===== src/hw/rtl/sfdc_pkg.sv =====
`timescale 1ns / 1ps
// ----------------------------------------------------------------------------
// Serial frame deframer package
// Shared constants and types for the deframer with additive checksum.
// ----------------------------------------------------------------------------
package sfdc_pkg;

    // Default largest payload length accepted in one frame.
    localparam int MAX_PAYLOAD_DEF = 32;

    // Byte width of the serial stream and of the frame store.
    localparam int BYTE_W = 8;

    // Header byte value after reset.
    localparam logic [BYTE_W-1:0] HEADER_RESET = 8'h55;

    // Result status codes.
    typedef enum logic [1:0] {
        STATUS_GOOD    = 2'd0,
        STATUS_SUM_ERR = 2'd1,
        STATUS_LEN_ERR = 2'd2
    } t_status;

endpackage


===== src/hw/rtl/sfdc_frame_mem.sv =====
`timescale 1ns / 1ps
// ----------------------------------------------------------------------------
// Frame store memory
// Single write port and single read port; read data is registered and holds
// its value until the next read.
// ----------------------------------------------------------------------------
module sfdc_frame_mem
    import sfdc_pkg::*;
#(
    parameter int DEPTH = MAX_PAYLOAD_DEF + 1,
    parameter int AW    = $clog2(MAX_PAYLOAD_DEF + 1)
) (
    input  logic              i_clk,
    input  logic              i_we,
    input  logic [AW-1:0]     i_waddr,
    input  logic [BYTE_W-1:0] i_wdata,
    input  logic              i_re,
    input  logic [AW-1:0]     i_raddr,
    output logic [BYTE_W-1:0] o_rdata
);

    logic [BYTE_W-1:0] r_mem [DEPTH];
    logic [BYTE_W-1:0] r_rdata;

    // Write port.
    always_ff @(posedge i_clk) begin
        if (i_we) begin
            r_mem[i_waddr] <= i_wdata;
        end
    end

    // Registered read port.
    always_ff @(posedge i_clk) begin
        if (i_re) begin
            r_rdata <= r_mem[i_raddr];
        end
    end

    assign o_rdata = r_rdata;

endmodule


===== src/hw/rtl/sfdc_ctrl.sv =====
`timescale 1ns / 1ps
// ----------------------------------------------------------------------------
// Deframer control
// Parses header, function, length, payload and checksum bytes, drives the
// frame store, loads an error result for a bad length or checksum, and plays
// a good frame back from the store into the result register.
// ----------------------------------------------------------------------------
module sfdc_ctrl
    import sfdc_pkg::*;
#(
    parameter int MAX_PAYLOAD = MAX_PAYLOAD_DEF,
    parameter int AW          = $clog2(MAX_PAYLOAD_DEF + 1)
) (
    input  logic              i_clk,
    input  logic              i_rst_n,
    input  logic [BYTE_W-1:0] i_header_value,
    // Incoming byte channel.
    input  logic              i_rx_valid,
    output logic              o_rx_ready,
    input  logic [BYTE_W-1:0] i_rx_byte,
    // Frame store port.
    output logic              o_mem_we,
    output logic [AW-1:0]     o_mem_waddr,
    output logic [BYTE_W-1:0] o_mem_wdata,
    output logic              o_mem_re,
    output logic [AW-1:0]     o_mem_raddr,
    input  logic [BYTE_W-1:0] i_mem_rdata,
    // Result channel.
    output logic              o_out_valid,
    input  logic              i_out_ready,
    output logic [BYTE_W-1:0] o_out_byte,
    output logic              o_out_is_function,
    output logic              o_out_last,
    output t_status           o_out_status
);

    typedef enum logic [2:0] {
        ST_HUNT,
        ST_FUNC,
        ST_LEN,
        ST_DATA,
        ST_EMIT
    } t_state;

    t_state            r_state, n_state;
    logic [AW-1:0]     r_count, n_count;
    logic [AW-1:0]     r_len, n_len;
    logic [BYTE_W-1:0] r_sum, n_sum;
    logic [AW-1:0]     r_rd_addr, n_rd_addr;
    logic              r_out_valid, n_out_valid;
    logic [BYTE_W-1:0] r_out_byte, n_out_byte;
    logic              r_out_is_function, n_out_is_function;
    logic              r_out_last, n_out_last;
    t_status           r_out_status, n_out_status;

    logic              out_free;
    logic              rx_fire;

    // The result register can take a new result when empty or being drained.
    assign out_free   = !r_out_valid || i_out_ready;
    assign o_rx_ready = (r_state != ST_EMIT) && out_free;
    assign rx_fire    = i_rx_valid && o_rx_ready;

    // Next-state, store access and result loading.
    always_comb begin
        n_state           = r_state;
        n_count           = r_count;
        n_len             = r_len;
        n_sum             = r_sum;
        n_rd_addr         = r_rd_addr;
        n_out_valid       = r_out_valid;
        n_out_byte        = r_out_byte;
        n_out_is_function = r_out_is_function;
        n_out_last        = r_out_last;
        n_out_status      = r_out_status;

        o_mem_we    = 1'b0;
        o_mem_waddr = r_count + AW'(1);
        o_mem_wdata = i_rx_byte;
        o_mem_re    = 1'b0;
        o_mem_raddr = r_rd_addr + AW'(1);

        if (r_out_valid && i_out_ready) begin
            n_out_valid = 1'b0;
        end

        case (r_state)
            ST_HUNT: begin
                if (rx_fire && (i_rx_byte == i_header_value)) begin
                    n_state = ST_FUNC;
                end
            end
            ST_FUNC: begin
                // Function code goes to entry zero and seeds the sum.
                if (rx_fire) begin
                    o_mem_we    = 1'b1;
                    o_mem_waddr = '0;
                    n_sum       = i_rx_byte;
                    n_count     = '0;
                    n_state     = ST_LEN;
                end
            end
            ST_LEN: begin
                if (rx_fire) begin
                    if (i_rx_byte > BYTE_W'(MAX_PAYLOAD)) begin
                        n_out_valid       = 1'b1;
                        n_out_byte        = '0;
                        n_out_is_function = 1'b0;
                        n_out_last        = 1'b1;
                        n_out_status      = STATUS_LEN_ERR;
                        n_sum             = '0;
                        n_len             = '0;
                        n_state           = ST_HUNT;
                    end else begin
                        n_len   = i_rx_byte[AW-1:0];
                        n_sum   = r_sum + i_rx_byte;
                        n_state = ST_DATA;
                    end
                end
            end
            ST_DATA: begin
                if (rx_fire) begin
                    if (r_count < r_len) begin
                        // Payload byte: store it and add it to the sum.
                        o_mem_we = 1'b1;
                        n_sum    = r_sum + i_rx_byte;
                        n_count  = r_count + AW'(1);
                    end else if (i_rx_byte != r_sum) begin
                        // Checksum mismatch.
                        n_out_valid       = 1'b1;
                        n_out_byte        = '0;
                        n_out_is_function = 1'b0;
                        n_out_last        = 1'b1;
                        n_out_status      = STATUS_SUM_ERR;
                        n_sum             = '0;
                        n_len             = '0;
                        n_state           = ST_HUNT;
                    end else begin
                        // Good frame: fetch the function code first.
                        o_mem_re    = 1'b1;
                        o_mem_raddr = '0;
                        n_rd_addr   = '0;
                        n_state     = ST_EMIT;
                    end
                end
            end
            ST_EMIT: begin
                // One stored byte per free slot, prefetching the next entry.
                if (out_free) begin
                    n_out_valid       = 1'b1;
                    n_out_byte        = i_mem_rdata;
                    n_out_is_function = (r_rd_addr == '0);
                    n_out_last        = (r_rd_addr == r_len);
                    n_out_status      = STATUS_GOOD;
                    if (r_rd_addr == r_len) begin
                        n_sum   = '0;
                        n_len   = '0;
                        n_state = ST_HUNT;
                    end else begin
                        o_mem_re  = 1'b1;
                        n_rd_addr = r_rd_addr + AW'(1);
                    end
                end
            end
            default: begin
                n_state = ST_HUNT;
            end
        endcase
    end

    // State and registered outputs.
    always_ff @(posedge i_clk) begin
        if (!i_rst_n) begin
            r_state     <= ST_HUNT;
            r_count     <= '0;
            r_len       <= '0;
            r_sum       <= '0;
            r_out_valid <= 1'b0;
        end else begin
            r_state     <= n_state;
            r_count     <= n_count;
            r_len       <= n_len;
            r_sum       <= n_sum;
            r_out_valid <= n_out_valid;
        end
        r_rd_addr         <= n_rd_addr;
        r_out_byte        <= n_out_byte;
        r_out_is_function <= n_out_is_function;
        r_out_last        <= n_out_last;
        r_out_status      <= n_out_status;
    end

    assign o_out_valid       = r_out_valid;
    assign o_out_byte        = r_out_byte;
    assign o_out_is_function = r_out_is_function;
    assign o_out_last        = r_out_last;
    assign o_out_status      = r_out_status;

endmodule


===== src/hw/rtl/serial_frame_deframer_checksum_top.sv =====
`timescale 1ns / 1ps
// ----------------------------------------------------------------------------
// Serial frame deframer with checksum
// Finds frames of header, function, length, payload and an 8-bit additive
// checksum in a byte stream and emits checked frames as result runs.
// ----------------------------------------------------------------------------
// The block takes one received byte per cycle while its result register is
// free. Header hunting, the function, length and payload bytes produce no
// result; a length above MAX_PAYLOAD or a wrong checksum produces one error
// result at once. A good checksum starts playback of the frame store: the
// first result passes through the memory read register and then the result
// register; after that, one result per cycle while the result register is
// free, for L+1 results, and no byte is accepted until the last one is
// loaded. The pace of playback is set by the single read port of the frame
// store and by the result register being free. The header register may be
// written at any idle time and takes effect at the next hunt.
module serial_frame_deframer_checksum_top
    import sfdc_pkg::*;
#(
    parameter int MAX_PAYLOAD = MAX_PAYLOAD_DEF
) (
    input  logic              i_clk,
    input  logic              i_rst_n,
    // Header register write.
    input  logic              i_cfg_we,
    input  logic [BYTE_W-1:0] i_cfg_data,
    // Incoming bytes.
    input  logic              i_rx_valid,
    output logic              o_rx_ready,
    input  logic [BYTE_W-1:0] i_rx_byte,
    // Results.
    output logic              o_out_valid,
    input  logic              i_out_ready,
    output logic [BYTE_W-1:0] o_out_byte,
    output logic              o_out_is_function,
    output logic              o_out_last,
    output logic [1:0]        o_out_status
);

    localparam int DEPTH = MAX_PAYLOAD + 1;
    localparam int AW    = $clog2(DEPTH);

    logic [BYTE_W-1:0] r_header_value;

    logic              mem_we;
    logic [AW-1:0]     mem_waddr;
    logic [BYTE_W-1:0] mem_wdata;
    logic              mem_re;
    logic [AW-1:0]     mem_raddr;
    logic [BYTE_W-1:0] mem_rdata;
    t_status           out_status;

    // Header byte register.
    always_ff @(posedge i_clk) begin
        if (!i_rst_n) begin
            r_header_value <= HEADER_RESET;
        end else if (i_cfg_we) begin
            r_header_value <= i_cfg_data;
        end
    end

    sfdc_ctrl #(
        .MAX_PAYLOAD (MAX_PAYLOAD),
        .AW          (AW)
    ) u_ctrl (
        .i_clk             (i_clk),
        .i_rst_n           (i_rst_n),
        .i_header_value    (r_header_value),
        .i_rx_valid        (i_rx_valid),
        .o_rx_ready        (o_rx_ready),
        .i_rx_byte         (i_rx_byte),
        .o_mem_we          (mem_we),
        .o_mem_waddr       (mem_waddr),
        .o_mem_wdata       (mem_wdata),
        .o_mem_re          (mem_re),
        .o_mem_raddr       (mem_raddr),
        .i_mem_rdata       (mem_rdata),
        .o_out_valid       (o_out_valid),
        .i_out_ready       (i_out_ready),
        .o_out_byte        (o_out_byte),
        .o_out_is_function (o_out_is_function),
        .o_out_last        (o_out_last),
        .o_out_status      (out_status)
    );

    sfdc_frame_mem #(
        .DEPTH (DEPTH),
        .AW    (AW)
    ) u_frame_mem (
        .i_clk   (i_clk),
        .i_we    (mem_we),
        .i_waddr (mem_waddr),
        .i_wdata (mem_wdata),
        .i_re    (mem_re),
        .i_raddr (mem_raddr),
        .o_rdata (mem_rdata)
    );

    assign o_out_status = out_status;

endmodule

===== config.mk =====
export PLATFORM = sky130hd
export DESIGN_NAME = serial_frame_deframer_checksum_top
export DESIGN_NICKNAME = d
export VERILOG_FILES = /design/src/hw/rtl/sfdc_pkg.sv /design/src/hw/rtl/sfdc_frame_mem.sv /design/src/hw/rtl/sfdc_ctrl.sv /design/src/hw/rtl/serial_frame_deframer_checksum_top.sv
export SDC_FILE = /design/constraint.sdc
export NUM_CORES = 1
export LEC_CHECK = 0
export ABC_AREA = 1
export BUFFER_PORTS_ARGS = -buffer_cell sky130_fd_sc_hd__buf_2
export CAP_MARGIN = 40
export CORE_ASPECT_RATIO = 1.2
export CORE_MARGIN = 3
export CORE_UTILIZATION = 60
export DETAILED_ROUTE_END_ITERATION = 10
export PLACE_DENSITY = 0.77
export SLEW_MARGIN = 30
export SYNTH_ARGS = -nofsm -noshare
export SYNTH_HDL_FRONTEND = slang
export SYNTH_SLANG_ARGS = --single-unit

===== constraint.sdc =====
create_clock -name i_clk -period 3.1 [get_ports i_clk]
set_input_delay 0.31 -clock i_clk [delete_from_list [all_inputs] [get_ports i_clk]]
set_output_delay 0.31 -clock i_clk [all_outputs]
set_load 0.005 [all_outputs]

==> flow_metrics.env <==
export IMPL_outcome="completed"
export IMPL_syn_num_nets=1451
export IMPL_synth_compound_area_frac=0.0416
export IMPL_yosys_warnings=0
export IMPL_syn_avg_cell_area_um2=10.4
export IMPL_wl_mm=37.7
export IMPL_grt_overflow_total=0
export IMPL_rsz0062_at_grt="false"
export IMPL_drive_above_1_share=0.148
export IMPL_r2r_start="u_ctrl.r_len[3]$_SDFFE_PN0P_"
export IMPL_clock_fmax_ghz=0.346
export IMPL_n_antenna_cell=0
export IMPL_min_period_over_period=0.931
export IMPL_grt_pass1_wl_mm=58.1
export IMPL_antenna_found_initial=0
export IMPL_cts_tree="done"
export IMPL_synth_edff_count=290
export IMPL_gp_congestion=1.00
export IMPL_portBuffers=34
export IMPL_grtUsageTotal=0.284
export IMPL_grt_max_degree=93
export IMPL_rrSetupSlack_ns=0.21
export IMPL_hpwl_mm=23.5
export IMPL_synthesis_area_um2=14700
export IMPL_path_max_fanout=92
export IMPL_worstSkewPairLatency_ns=0.56
export IMPL_hold_viol_final=0
export IMPL_h_tree_depth=1
export IMPL_viasPerCell=5.94
export IMPL_synth_seq_area_share=0.636
export IMPL_leakagePower_nw=6.58
export IMPL_crit_path_start="u_ctrl.r_len[3]$_SDFFE_PN0P_"
export IMPL_worst_endpoint_required_ns=3.40
export IMPL_first_pass_iters=5
export IMPL_die_width_um=149
export IMPL_start_util=0.612
export IMPL_ys_flop_type="edfxtp_1"
export IMPL_syn_inst=1414
export IMPL_clockBufferDepth=3
export IMPL_setup_tns_final_ns=0
export IMPL_coreArea_um2=24000
export IMPL_fin_total_pwr_mw=8.54
export IMPL_async_flop_share=0
export IMPL_period_needed_ns=2.89
export IMPL_path_class="reg -> reg"
export IMPL_drc_errors=0
export IMPL_cts_root_buf="clkbuf_16"
export IMPL_fin_hold_ws_ns=0.00953
export IMPL_pin_count=35
export IMPL_synth_top_family_by_area="simple AND/OR/NAND/NOR gates"
export IMPL_drt_antenna_violating_nets=0
export IMPL_tightest_slew_ns=0.702
export IMPL_crit_arrival_ns=3.19
export IMPL_slew_headroom=0.530
export IMPL_critPathLaunchType="register"
export IMPL_drtIter0Drc=1419
export IMPL_cts_made_buffers=30
export IMPL_synth_adder_area_share=0.0141
export IMPL_vias=10900
export IMPL_row_count=62
export IMPL_synthMuxAreaShare=0
export IMPL_synthSimpleGateAreaFrac=0.231
export IMPL_dieArea_um2=26400
export IMPL_cts_sinks=322
export IMPL_vdd_drop_max_uv=471
export IMPL_synth_xor_area_share=0.00893
export IMPL_powerDensity_nw_per_um2=515
export IMPL_hold_path_startpoint="i_cfg_data[3]"
export IMPL_avgRoutedWirePerCell_um=20.5
export IMPL_die_y_um=178
export IMPL_cap_violations=0
export IMPL_holdCritPathClass="in -> reg"
export IMPL_finalMaxSlewViolations=0
export IMPL_path_clk_slew_ns=0.06
export IMPL_setup_viol=0
export IMPL_syn_to_final_growth_pct=12.8
export IMPL_finClkSkew_ns=0.0112
export IMPL_nNetsFinal=1537
export IMPL_ys_seq_elements=322
export IMPL_critPathCaptureType="register"
export IMPL_grt_pass1_vias=10700
export IMPL_synth_distinct_cells=38
==> layout make-up <==
type / instances / area [µm²]
Clock buffer: 36 / 795
Tap cell: 320 / 400
Fill cell: 1799 / 7450
Inverter: 190 / 721
Clock inverter: 16 / 67.6
Multi-Input combinational cell: 838 / 4380
Timing Repair Buffer: 118 / 888
Sequential cell: 322 / 9350
==> layout by cell type, fill, tap and decap left out, types with 31 or more instances in the layout <==
cell,n
nand3b_1,47
edfxtp_1,290
inv_1,180
o21ai_0,31
dfxtp_1,32
buf_4,68
buf_2,35
clkbuf_16,31
or2_2,51
nand2_1,151
nand3_1,282
nor2_1,148
==> report_power, final <==
part | total, mW | internal [mW] | switching [mW]
logic | 0.423 | 0.131 | 0.292
registers | 4.81 | 4.78 | 0.0322
clock network | 3.31 | 1.80 | 1.51
total | 8.54 | 6.71 | 1.84
==> sequential cells by signal (all words and copies together), names as in the netlist, 2 cells and up <==
register,count
u_ctrl.r_state,3
u_frame_mem.o_rdata,8
u_frame_mem.r_mem,264
u_ctrl.r_rd_addr,6
u_ctrl.r_count,6
u_ctrl.o_out_status,2
u_ctrl.o_out_byte,8
u_ctrl.r_len,6
u_ctrl.r_sum,8
r_header_value,8
==> logic make-up (layout without fill, tap and decap cells) <==
family	after synthesis	after routing
AOI/OAI and AO/OA	98	98
xor gates and xnor gates	15	15
adders and majority gates	16	16
buffers and inverters	254	360
DFF	322	322
and+or+nand+nor	709	709
==> routing by layer <==
layer,up-vias,global-route usage,wire length (µm)
li1,5031,-,-
met1,5245,0.374,14400
met2,527,0.480,18600
met3,124,0.0312,2870
met4,0,0.129,1930
met5,-,0,0
==> critical path, cell delays in order (launching register included) <==
cell and delay [ns]:
dfxtp_1 0.36, inv_1 0.07, ha_1 0.33, nand2_1 0.08, nand2_1 0.05, a21oi_1 0.12, nand2_1 0.15, nand3_4 0.19
buf_12 0.36, nand3_1 0.13, nand3_1 0.14, nand3_1 0.14, nand3_1 0.18, nand3_1 0.10, nand3_1 0.12, nand2_1 0.06
==> synthesized netlist by cell type (14+ instances only) <==
| cell | number | share of area |
|---|---|---|
| a21oi_1 | 28 | 0.0095 |
| inv_1 | 180 | 0.046 |
| nand3b_1 | 47 | 0.024 |
| xor2_1 | 14 | 0.0083 |
| buf_2 | 21 | 0.0071 |
| nand3_1 | 282 | 0.096 |
| o21ai_0 | 32 | 0.011 |
| ha_1 | 15 | 0.013 |
| edfxtp_1 | 290 | 0.59 |
| nand2_1 | 155 | 0.040 |
| or2_2 | 51 | 0.022 |
| o2111ai_1 | 26 | 0.015 |
| clkbuf_1 | 28 | 0.0071 |
| nor2_1 | 149 | 0.038 |
| dfxtp_1 | 32 | 0.044 |
==> final timing paths <==
path	cells after the start	to
worst max-delay path	15	u_frame_mem.o_rdata[4]$_DFFE_PP_
worst min-delay path	3	r_header_value[3]$_SDFFE_PN0P_
worst max register to register	15	u_frame_mem.o_rdata[4]$_DFFE_PP_
worst min register to register	2	r_header_value[6]$_SDFFE_PN1P_
==> metrics by stage <==
stage / area (µm²) / std cells / setup slack [ns] / utilization
5_1_grt: 16600 / 1840 / 0.0160 / 0.690
6_report: 16600 / 1840 / 0.213 / 0.690
3_5_place_dp: 15600 / 1778 / 0.191 / 0.650
4_1_cts: 16600 / 1837 / 0.148 / 0.688
3_3_place_gp: 15600 / 1777 / 0.223 / 0.649
2_1_floorplan: 14700 / 1414 / 0.379 / -
==> timing repair <==
item | 4_1_cts | 5_1_grt
gates resized for setup | 0 | 10
hold endpoints to repair | 7 | 0
endpoints found under the setup margin | 0 | 129
hold buffers | 7 | 0
setup buffers | 0 | 1
No activity file was read; power rests on OpenSTA's default activity.
